[config.mk]
export PLATFORM = sky130hd
export DESIGN_NAME = asgr_step
export DESIGN_NICKNAME = d
export VERILOG_FILES = /design/src/rtl/asgr_pkg.sv /design/src/rtl/asgr_step.sv
export SDC_FILE = /design/constraint.sdc
export NUM_CORES = 1
export LEC_CHECK = 0
export ABC_AREA = 1
export ABC_CLOCK_PERIOD_IN_PS = 4500
export BUFFER_PORTS_ARGS = -buffer_cell sky130_fd_sc_hd__buf_4
export CAP_MARGIN = 20
export CORE_ASPECT_RATIO = 1.75
export CORE_MARGIN = 10
export CORE_UTILIZATION = 35
export DETAILED_ROUTE_END_ITERATION = 10
export PLACE_DENSITY = 0.62
export SLEW_MARGIN = 10
export SYNTH_ARGS = -nofsm -noshare
export SYNTH_HDL_FRONTEND = slang
export SYNTH_SLANG_ARGS = --single-unit
[constraint.sdc]
create_clock -name vclk -period 4.5
set_input_delay 0.9 -clock vclk [all_inputs]
set_output_delay 0.9 -clock vclk [all_outputs]
set_load 0.05 [all_outputs]
[src/rtl/asgr_pkg.sv]
`timescale 1ns / 1ps
// shared types and constants of the sgr attribute parser
// no dependencies

package asgr_pkg;

    typedef enum logic [1:0] {
        ST_IDLE = 2'd0,
        ST_ESC  = 2'd1,
        ST_SEQ  = 2'd2
    } parse_state_t;

    typedef enum logic [1:0] {
        KIND_CHAR  = 2'd0,
        KIND_SET   = 2'd1,
        KIND_RESET = 2'd2
    } kind_t;

    localparam logic [7:0] BYTE_ESC   = 8'd27;
    localparam logic [7:0] BYTE_LBRK  = 8'h5B;
    localparam logic [7:0] BYTE_SEMI  = 8'h3B;
    localparam logic [7:0] BYTE_M     = 8'h6D;
    localparam logic [7:0] BYTE_DIG0  = 8'h30;
    localparam logic [7:0] BYTE_DIG9  = 8'h39;

    localparam logic [7:0] CODE_RESET = 8'd0;
    localparam logic [7:0] CODE_BOLD  = 8'd1;
    localparam logic [7:0] CODE_UL    = 8'd4;
    localparam logic [7:0] CODE_FG_LO = 8'd30;
    localparam logic [7:0] CODE_FG_HI = 8'd37;
    localparam logic [7:0] CODE_BG_LO = 8'd40;
    localparam logic [7:0] CODE_BG_HI = 8'd47;
    localparam logic [7:0] CODE_MAX   = 8'd255;

    localparam logic [2:0] FG_DEFAULT = 3'd7;
    localparam logic [2:0] BG_DEFAULT = 3'd0;

    // parser context carried from one byte to the next
    typedef struct packed {
        parse_state_t state;
        logic [7:0]   code;
        logic         bold;
        logic         underline;
        logic [2:0]   fg;
        logic [2:0]   bg;
    } parser_ctx_t;

    typedef struct packed {
        kind_t      kind;
        logic [7:0] char_out;
        logic       bold_on;
        logic       underline_on;
        logic [2:0] fg_colour;
        logic [2:0] bg_colour;
        logic [6:0] pair_id;
    } result_t;

endpackage

[src/rtl/asgr_step.sv]
`timescale 1ns / 1ps
// one parser step: next context and optional result for one byte
// depends on asgr_pkg

module asgr_step import asgr_pkg::*;
(
    input  parser_ctx_t ctx,
    input  logic [7:0]  char_in,
    input  logic        first_of_string,
    output parser_ctx_t ctx_next,
    output logic        has_result,
    output result_t     result
);

    parse_state_t st;
    logic [11:0]  acc_wide;
    logic         is_term;

    always_comb
    begin
        ctx_next   = ctx;
        has_result = 1'b0;
        result     = '0;
        st         = first_of_string ? ST_IDLE : ctx.state;
        is_term    = (char_in == BYTE_SEMI) || (char_in == BYTE_M);
        // code * 10 + digit
        acc_wide   = {1'b0, ctx.code, 3'b000} + {3'b000, ctx.code, 1'b0}
                   + {4'b0000, char_in - BYTE_DIG0};

        case (st)
            ST_ESC:
            begin
                if (char_in == BYTE_LBRK)
                begin
                    ctx_next.bold      = 1'b0;
                    ctx_next.underline = 1'b0;
                    ctx_next.fg        = FG_DEFAULT;
                    ctx_next.bg        = BG_DEFAULT;
                    ctx_next.code      = '0;
                    ctx_next.state     = ST_SEQ;
                end
                else
                begin
                    ctx_next.state  = ST_IDLE;
                    has_result      = 1'b1;
                    result.kind     = KIND_CHAR;
                    result.char_out = char_in;
                end
            end
            ST_SEQ:
            begin
                if (is_term)
                begin
                    if (ctx.code == CODE_BOLD)
                        ctx_next.bold = 1'b1;
                    else if (ctx.code == CODE_UL)
                        ctx_next.underline = 1'b1;
                    else if (ctx.code inside {[CODE_FG_LO:CODE_FG_HI]})
                        ctx_next.fg = 3'(ctx.code - CODE_FG_LO);
                    else if (ctx.code inside {[CODE_BG_LO:CODE_BG_HI]})
                        ctx_next.bg = 3'(ctx.code - CODE_BG_LO);
                end

                if (is_term && ctx.code == CODE_RESET)
                begin
                    ctx_next.state = ST_IDLE;
                    has_result     = 1'b1;
                    result.kind    = KIND_RESET;
                end
                else if (char_in == BYTE_M)
                begin
                    ctx_next.state      = ST_IDLE;
                    has_result          = 1'b1;
                    result.kind         = KIND_SET;
                    result.bold_on      = ctx_next.bold;
                    result.underline_on = ctx_next.underline;
                    result.fg_colour    = ctx_next.fg;
                    result.bg_colour    = ctx_next.bg;
                    result.pair_id      = {1'b0, ctx_next.fg, ctx_next.bg} + 7'd1;
                end
                else if (char_in inside {[BYTE_DIG0:BYTE_DIG9]})
                begin
                    ctx_next.code = (acc_wide > {4'b0000, CODE_MAX}) ? CODE_MAX
                                                                     : acc_wide[7:0];
                end
                else if (char_in == BYTE_SEMI)
                begin
                    ctx_next.code = '0;
                end
                else
                begin
                    ctx_next.state  = ST_IDLE;
                    has_result      = 1'b1;
                    result.kind     = KIND_CHAR;
                    result.char_out = char_in;
                end
            end
            default:
            begin
                // idle, and the unused state code
                if (char_in == BYTE_ESC)
                begin
                    ctx_next.state = ST_ESC;
                end
                else
                begin
                    ctx_next.state  = ST_IDLE;
                    has_result      = 1'b1;
                    result.kind     = KIND_CHAR;
                    result.char_out = char_in;
                end
            end
        endcase
    end

endmodule

==> results of run 1 <==
placed cells by master, fill, tap and decap left out, drive strengths merged:
cell    instances
or2             4
o21bai          4
nand2          88
nor3            5
xnor2           2
nand3          19
a21oi          18
o22ai           6
inv            59
ha             18
o21ai          15
fa              6
buf            75
a22oi           2
nand4           4
nor2           67
a31oi           2
xor2            2
clkinv          1
metal layers:
| layer | share of wire (%) | vias to the layer above | wire length, um | track usage (%) |
|---|---|---|---|---|
| met2 | 55 | 67 | 3670 | 29.7 |
| met4 | 0.36 | 0 | 24 | 0.761 |
| li1 | - | 1166 | - | - |
| met1 | 37 | 983 | 2500 | 16.2 |
| met5 | 0 | - | 0 | 0 |
| met3 | 7.2 | 2 | 477 | 2.65 |
power by group:
group          leakage, nW  internal [mW]  switching, mW  total (mW)
Sequential               0              0              0           0
Combinational         1.34          0.125          0.232       0.356
Clock                    0              0              0           0
final timing paths:
kind       start            to  slack [ns]  cells past startpoint
min       ctx[6]   ctx_next[6]        2.20                      4
max   char_in[4]  ctx_next[15]        0.20                     15
cells by family (layout without fill, tap and decap cells):
| kind of cell | Yosys count | in the layout |
|---|---|---|
| AO/OA/AOI/OAI | 47 | 47 |
| adder cells (fa/ha/maj) | 24 | 24 |
| XOR/XNOR | 4 | 4 |
| buffers and inverters | 62 | 135 |
| AND/OR/NAND/NOR | 187 | 187 |
area by class of cell:
| class | count | area, um^2 |
|---|---|---|
| well taps | 54 | 67.6 |
| fillers | 580 | 2560 |
| repair buffers | 75 | 563 |
| inverters | 60 | 225 |
| multi-input cells | 262 | 1650 |
metrics by stage:
stage,worst slack [ns],instance area (um^2),hold slack (ns)
after detailed placement,0.0178,2470,2.21
final,0.201,2500,2.20
after CTS,0.00608,2470,2.21
after global routing,0.00714,2500,2.21
after global placement,0.111,2470,2.20
after floorplan,0.180,1850,1.97
critical path, stage by stage:
cell and delay, ns:
buf_4 0.12, ha_1 0.24, xnor2_2 0.19, fa_1 0.48, ha_4 0.27, nand2_1 0.09, inv_1 0.04, nand2_1 0.05
nand3_1 0.12, a21oi_2 0.16, nand3_1 0.14, buf_4 0.17, o21ai_0 0.14, o21ai_1 0.09, buf_4 0.19
what timing repair did:
| item | in CTS | in global routing |
|---|---|---|
| setup endpoints to repair | 0 | 7 |
| gates resized for setup | 0 | 4 |
| endpoints found under the hold margin | 0 | 0 |
==> run summary, run 1 <==
Reg area: 0 um^2
Initial Utilization: 36.5%
GRT overflow: 0
synth-to-layout area growth: 35.6%
Routed Antenna Nets: 0
drt total wl: 6670 um
I/O pins: 71
worst rel slew slack: 70.6%
Die H: 116 um
Worst Path Required: 3.60 ns
most common library cells after synthesis: nand2_1 (73), nor2_1 (51), inv_1 (44), ha_1 (18), a21oi_1 (17)
Pleak: 1.34 nW
IO Port Bufs: 71
gr usage total: 15.0%
Synth top area share: 14.8%
post-layout util: 49.4%
Antenna Cells: 0
worst hold path type: in -> out
vias post-DR: 2218
post-placement cell count: 451
RSZ-0062 raised after global routing: no
largest family of logic cells by synthesized area: simple AND/OR/NAND/NOR gates
Final Hold Fails: 0
final cycle utilization of the critical path: 95.5%
Wirelength per Cell: 14.8 um
layout cells sized above 1: 35.3%
Post-CTS Setup Repair Bufs: 0
synth top area cells: nand2_1 (15%), ha_1 (12%), nor2_1 (10%)
die area: 8690 um^2
Post-Syn Instances: 324
Post-Syn Nets: 375
sequential cell count: 0
total of max-cap violations: 0
post-synthesis mux area share: 0%
Crit Path Category: in -> out
Cell Count, Final, Fillers Out: 451
Fmax: 233 MHz
post-synth cell types: 34
post-DR vias/cell: 4.92
post-synthesis xor/xnor area fraction: 1.90%
worst-case vdd ir drop: 0.0811 mV
site row count: 34
vias in the first global route: 2234
outcome: finished, final reports clean
type of element capturing the critical path: primary output
YS warnings: 0
Synth Area in Compound Gates: 15.1%
Setup Viol. Count Final: 0
adder-cell share of the synthesized area: 18.7%
initial antenna violation count: 0
nets@finish: 450
hold_buf cts: 0
Mean Syn Cell Area: 5.70 um^2
Worst Path Arrival: 3.40 ns
setup total negative slack: 0 ns
# DRC: 0
Iter 0 DRT Violations: 121
Tmin final: 4.30 ns
simple-gate area share of the yosys netlist: 51.6%
core area: 5060 um^2
global placer's final weighted congestion: 0.894
Worst setup SP type: primary input
clock buffer count: 0
Max Slew Vio Count: 0
Final HPWL DP: 5930 um
mapped cell area: 1850 um^2
register area share after synthesis: 0%
CP max FO: 4
most frequent cell after synthesis: nand2_1
Least-Margin Pin Slew: 0.441 ns
total power draw: 0.356 mW
first-pass GRT wire length: 10700 um
pin count of the biggest net entering global routing: 14
Die X: 74.9 um
drt pass-1 iters: 4
pwr dens: 142 nW/um^2
Synth area leader: nand2_1
No activity file was read; power rests on OpenSTA's default activity.
==> run 2, diff against run 1 <==
BUFFER_PORTS_ARGS = not set   (was -buffer_cell sky130_fd_sc_hd__buf_4)
CORE_ASPECT_RATIO = 0.8   (was 1.75)
DONT_BUFFER_PORTS = 1   (was not set)
PLACE_DENSITY = 0.51   (was 0.62)
==> run 2 against run 1 <==
  * Cell count fell by 6.4%
  * Worst setup slack improved by 0.064 ns
  * Non-clock buffer count fell by 37
  * Total power fell by 16%
  * Largest power group unchanged
  * Design area fell by 12%
  * Sequential cell count did not move
==> run summary, run 2 (synthesis gave the netlist of run 1 again) <==
outcome: finished, final reports clean
drt pass-1 iters: 4 (unchanged)
site row count: 23 (-32%)
pin count of the biggest net entering global routing: 14 (unchanged)
total power draw: 0.300 mW (-16%)
final hold slack: 1.99 ns (-0.206 ns)
Least-Margin Pin Slew: 0.655 ns (+0.214 ns)
# DRC: 0 (unchanged)
type of element capturing the critical path: primary output
GRT overflow: 0 (unchanged)
placed cell area: 2200 um^2 (-11%)
vias post-DR: 2106 (-5.0%)
Pleak: 1.16 nW (-14%)
final cycle utilization of the critical path: 94.1% (-1.4 points)
worst rel slew slack: 56.4% (-14 points)
Routed Antenna Nets: 0 (unchanged)
CP max stage delay: 0.45 ns (-0.03 ns)
IO Port Bufs: 0 (-100%)
commonest cells after routing, fill and taps aside: nand2_1 (72), nor2_1 (51), inv_1 (44)
Antenna Cells: 0 (unchanged)
crit path launch: char_in[4]
Fill cells: 570 (-1.7%)
CP max FO: 7 (+3)
Initial Utilization: 36.4% (about the same)
Die X: 101 um (+35%)
worst-case vdd ir drop: 0.0810 mV (-0.19%)
worst hold path type: in -> out
Fmax: 236 MHz (+1.5%)
pwr dens: 136 nW/um^2 (-4.6%)
post-DR vias/cell: 4.99 (+1.5%)
initial antenna violation count: 0 (unchanged)
global placer's final weighted congestion: 0.906 (+1.4%)
Worst Path Arrival: 3.33 ns (-0.07 ns)
Tmin final: 4.23 ns (-0.0643 ns)
gr usage total: 13.8% (-1.2 points)
RSZ-0062 raised after global routing: no
clock buffer count: 0 (unchanged)
Worst setup SP type: primary input
drt total wl: 6160 um (-7.7%)
multi-input logic area: 1620 um^2 (-1.4%)
Crit Path Category: in -> out
nets@finish: 413 (-8.2%)
synth-to-layout area growth: 19.8%
Setup Viol. Count Final: 0 (unchanged)
die area: 8600 um^2 (-1.1%)
vias in the first global route: 2048 (-8.3%)
Die H: 85.0 um (-27%)
Iter 0 DRT Violations: 110 (-9.1%)
critical path, cell by cell: ha_1 -> xnor2_1 -> fa_1 -> ha_1 -> a21oi_1 -> nand3_1 -> a21oi_1 -> nand3_2 -> o21ai_0 -> nand2_2
total of max-cap violations: 0 (unchanged)
CP Capture Point: ctx_next[12]
sequential cell count: 0 (unchanged)
Max Slew Vio Count: 0 (unchanged)
Final Hold Fails: 0 (unchanged)
setup total negative slack: 0 ns (unchanged)
commonest non-fill, non-tap cell in the layout: nand2_1
Final HPWL DP: 5480 um (-7.7%)
layout cells sized above 1: 28.3% (-6.9 points)
Reg area: 0 um^2 (unchanged)
Wirelength per Cell: 14.6 um (-1.3%)
final instance area: 2210 um^2 (-12%)
first-pass GRT wire length: 10300 um (-3.6%)
slowest cell on the critical path: fa_1
core area: 5060 um^2 (about the same)
I/O pins: 71 (unchanged)
Worst Path Required: 3.60 ns (about the same)
## run 2: worst max-delay path: cells and delay by family
kind                     cells  cell delay [ns]
AO/OA/AOI/OAI                3             0.67
XOR/XNOR                     1             0.19
adder cells (fa/ha/maj)      3             1.00
AND/OR/NAND/NOR              3             0.57
## run 2: per-layer routing
metal	part of all wire, %	vias to the layer above	track usage [%]
met5	0	-	0
met4	0.41	0	0.506
met3	7.4	2	3.40
met2	46	56	22.7
met1	47	955	18.7
li1	-	1093	-
## run 2: report_power, final
group / internal [mW] / switching, mW / leakage [nW]
Combinational: 0.0943 / 0.206 / 1.16
Sequential: 0 / 0 / 0
Clock: 0 / 0 / 0
## run 2: how the worst min path moves through the flow
| stage | from | end | slack, ns | cells after the start |
|---|---|---|---|---|
| 3_5_place_dp | char_in[2] | result[17] | 1.99 | 2 |
| 4_1_cts | char_in[2] | result[17] | 1.99 | 2 |
| 5_1_grt | char_in[2] | result[17] | 2.02 | 2 |
| 2_1_floorplan | char_in[2] | result[17] | 1.97 | 2 |
| 6_report | char_in[2] | result[17] | 1.99 | 2 |
| 3_3_place_gp | char_in[2] | result[17] | 1.99 | 2 |
## run 2: layout make-up
| cell class | instances | area share [%] |
|---|---|---|
| inverter | 60 | 10.2 |
| timing repair buffer | 38 | 12.9 |
| multi-input combinational | 262 | 73.4 |
| tap | 62 | 3.51 |
## run 2: what timing repair did
item                                    in CTS  in global routing
endpoints found under the setup margin       0                  5
buffers inserted                             0                  0
gates resized for setup                      0                  2
endpoints found under the hold margin        0                  0
hold buffers                                 0                  0
## run 2: per-stage QoR
stage | cells | utilization (%) | setup slack, ns
2_1_floorplan | 324 | - | 0.180
3_3_place_gp | 422 | 43.5 | 0.302
3_5_place_dp | 422 | 43.5 | 0.206
4_1_cts | 422 | 43.5 | 0.189
5_1_grt | 422 | 43.7 | 0.0196
6_report | 422 | 43.7 | 0.265
==> run 3, diff against run 2 <==
ABC_CLOCK_PERIOD_IN_PS = 4850   (was 4500)
CORE_MARGIN = not set   (was 10)
clock period = 4.85 ns   (was 4.5 ns; I/O delays follow)
==> run 3 against run 2 <==
  * Core utilization about the same
  * Global-route usage increased by 5.6 points
  * Non-clock buffer count unchanged
  * Sequential cell count unchanged
  * Critical path depth increased by 3
  * Worst hold slack improved by 0.15 ns
  * Largest power group unchanged
  * Highest routed layer is now met3
==> run summary, run 3 (synthesis gave the netlist of run 1 again) <==
outcome: finished, final reports clean
first-pass GRT wire length: 8960 um (-13%)
commonest non-fill, non-tap cell in the layout: nand2_1
final cycle utilization of the critical path: 90.7%
layout cells sized above 1: 27.5% (-0.83 points)
setup total negative slack: 0 ns (unchanged)
post-DR vias/cell: 5.00 (+0.24%)
commonest cells after routing, fill and taps aside: nand2_1 (73), nor2_1 (51), inv_1 (44)
IO Port Bufs: 0 (unchanged)
site row count: 23 (unchanged)
initial antenna violation count: 0 (unchanged)
slowest cell on the critical path: fa_1
CP max stage delay: 0.41 ns (-0.04 ns)
sequential cell count: 0 (unchanged)
Max Slew Vio Count: 0 (unchanged)
pin count of the biggest net entering global routing: 14 (unchanged)
vias post-DR: 2111 (+0.24%)
Worst Path Arrival: 3.43 ns (+0.10 ns)
worst rel slew slack: 58.3% (+1.9 points)
gr usage total: 19.5% (+5.6 points)
critical path, cell by cell: inv_1 -> ha_1 -> inv_1 -> fa_1 -> ha_1 -> nand2_1 -> inv_1 -> nand2_1 -> nand3_1 -> a21oi_1 -> nand3_1 -> o21ai_0 -> nand2_1
Clock Power Share: 0% (unchanged)
drt total wl: 5550 um (-9.9%)
Reg area: 0 um^2 (unchanged)
CP max FO: 7 (unchanged)
total of max-cap violations: 0 (unchanged)
core area: 5040 um^2 (-0.57%)
Antenna Cells: 0 (unchanged)
Hold Crit Start: char_in[2]
vias in the first global route: 1892 (-7.6%)
I/O pins: 71 (unchanged)
nets@finish: 413 (unchanged)
NetSw: 0.190 mW (-7.6%)
Pleak: 1.16 nW (about the same)
type of element capturing the critical path: primary output
Die H: 67.0 um (-21%)
global placer's final weighted congestion: 0.898 (-0.89%)
hold_buf cts: 0 (unchanged)
crit path launch: char_in[4]
Worst Path Required: 3.88 ns (+0.28 ns)
sequential power share: 0% (unchanged)
Worst setup SP type: primary input
die area: 5570 um^2 (-35%)
worst hold path type: in -> out
worst-case vdd ir drop: 0.0667 mV (-18%)
synth-to-layout area growth: 19.1%
GRT overflow: 0 (unchanged)
Routed Antenna Nets: 0 (unchanged)
Comb pwr share: 100.0% (about the same)
Final Hold Fails: 0 (unchanged)
Tmin final: 4.40 ns
Crit Path Category: in -> out
Final HPWL DP: 4820 um (-12%)
Die X: 83.2 um (-18%)
post-cts sizing count: 0 (unchanged)
Setup Viol. Count Final: 0 (unchanged)
Post-CTS Setup Repair Bufs: 0 (unchanged)
Int Pwr: 0.0876 mW (-7.2%)
switching portion of total power: 68.5% (-0.096 points)
Initial Utilization: 36.6% (+0.21 points)
final worst slack: 0.450 ns (+0.184 ns)
Least-Margin Pin Slew: 0.626 ns (-0.0290 ns)
Wirelength per Cell: 13.1 um (-9.9%)
# DRC: 0 (unchanged)
pwr dens: 126 nW/um^2 (-6.9%)
clock buffer count: 0 (unchanged)
Iter 0 DRT Violations: 110 (unchanged)
Fmax: 227 MHz
RSZ-0062 raised after global routing: no
drt pass-1 iters: 6 (+2)
pre-CTS setup slack: 0.465 ns (+0.258 ns)
-- run 3: final timing paths --
path	end	slack (ns)	cells past startpoint
worst min-delay path	result[17]	2.14	2
worst max-delay path	ctx_next[12]	0.45	13
-- run 3: power by group through the flow --
stage	logic, mW	clock network [mW]	registers, mW
after detailed placement	0.276	0	0
after global routing	0.304	0	0
final	0.278	0	0
after global placement	0.279	0	0
after floorplan	0.217	0	0
after CTS	0.277	0	0
-- run 3: area by class of cell --
cell class / instances / area, um^2
multi-input combinational: 262 / 1610
tap: 62 / 77.6
inverter: 60 / 225
fill: 556 / 2840
timing repair buffer: 38 / 285
-- run 3: layer usage --
metal  vias to the layer above  routed length (um)  track usage [%]  part of all wire [%]
met2                        51                2420             33.7                    44
met4                         0                   0                0                     0
met5                         -                   0                0                     0
met1                       962                2890             28.5                    52
met3                         0                 229            0.743                   4.1
li1                       1098                   -                -                     -
-- run 3: worst max-delay path, delay by kind of cell --
family	cells	cell delay, ns
adder cells (fa/ha/maj)	3	1.09
AND/OR/NAND/NOR	5	0.80
buffers and inverters	3	0.17
AO/OA/AOI/OAI	2	0.40
-- run 3: stage by stage --
| step | utilization, % | hold slack [ns] | std cells | cell area, um^2 | power [mW] |
|---|---|---|---|---|---|
| 2_1_floorplan | - | 2.11 | 324 | 1850 | 0.217 |
| 4_1_cts | 43.7 | 2.14 | 422 | 2200 | 0.277 |
| 5_1_grt | 43.7 | 2.15 | 422 | 2200 | 0.304 |
| 3_5_place_dp | 43.7 | 2.14 | 422 | 2200 | 0.276 |
| 6_report | 43.7 | 2.14 | 422 | 2200 | 0.278 |
| 3_3_place_gp | 43.7 | 2.14 | 422 | 2200 | 0.279 |
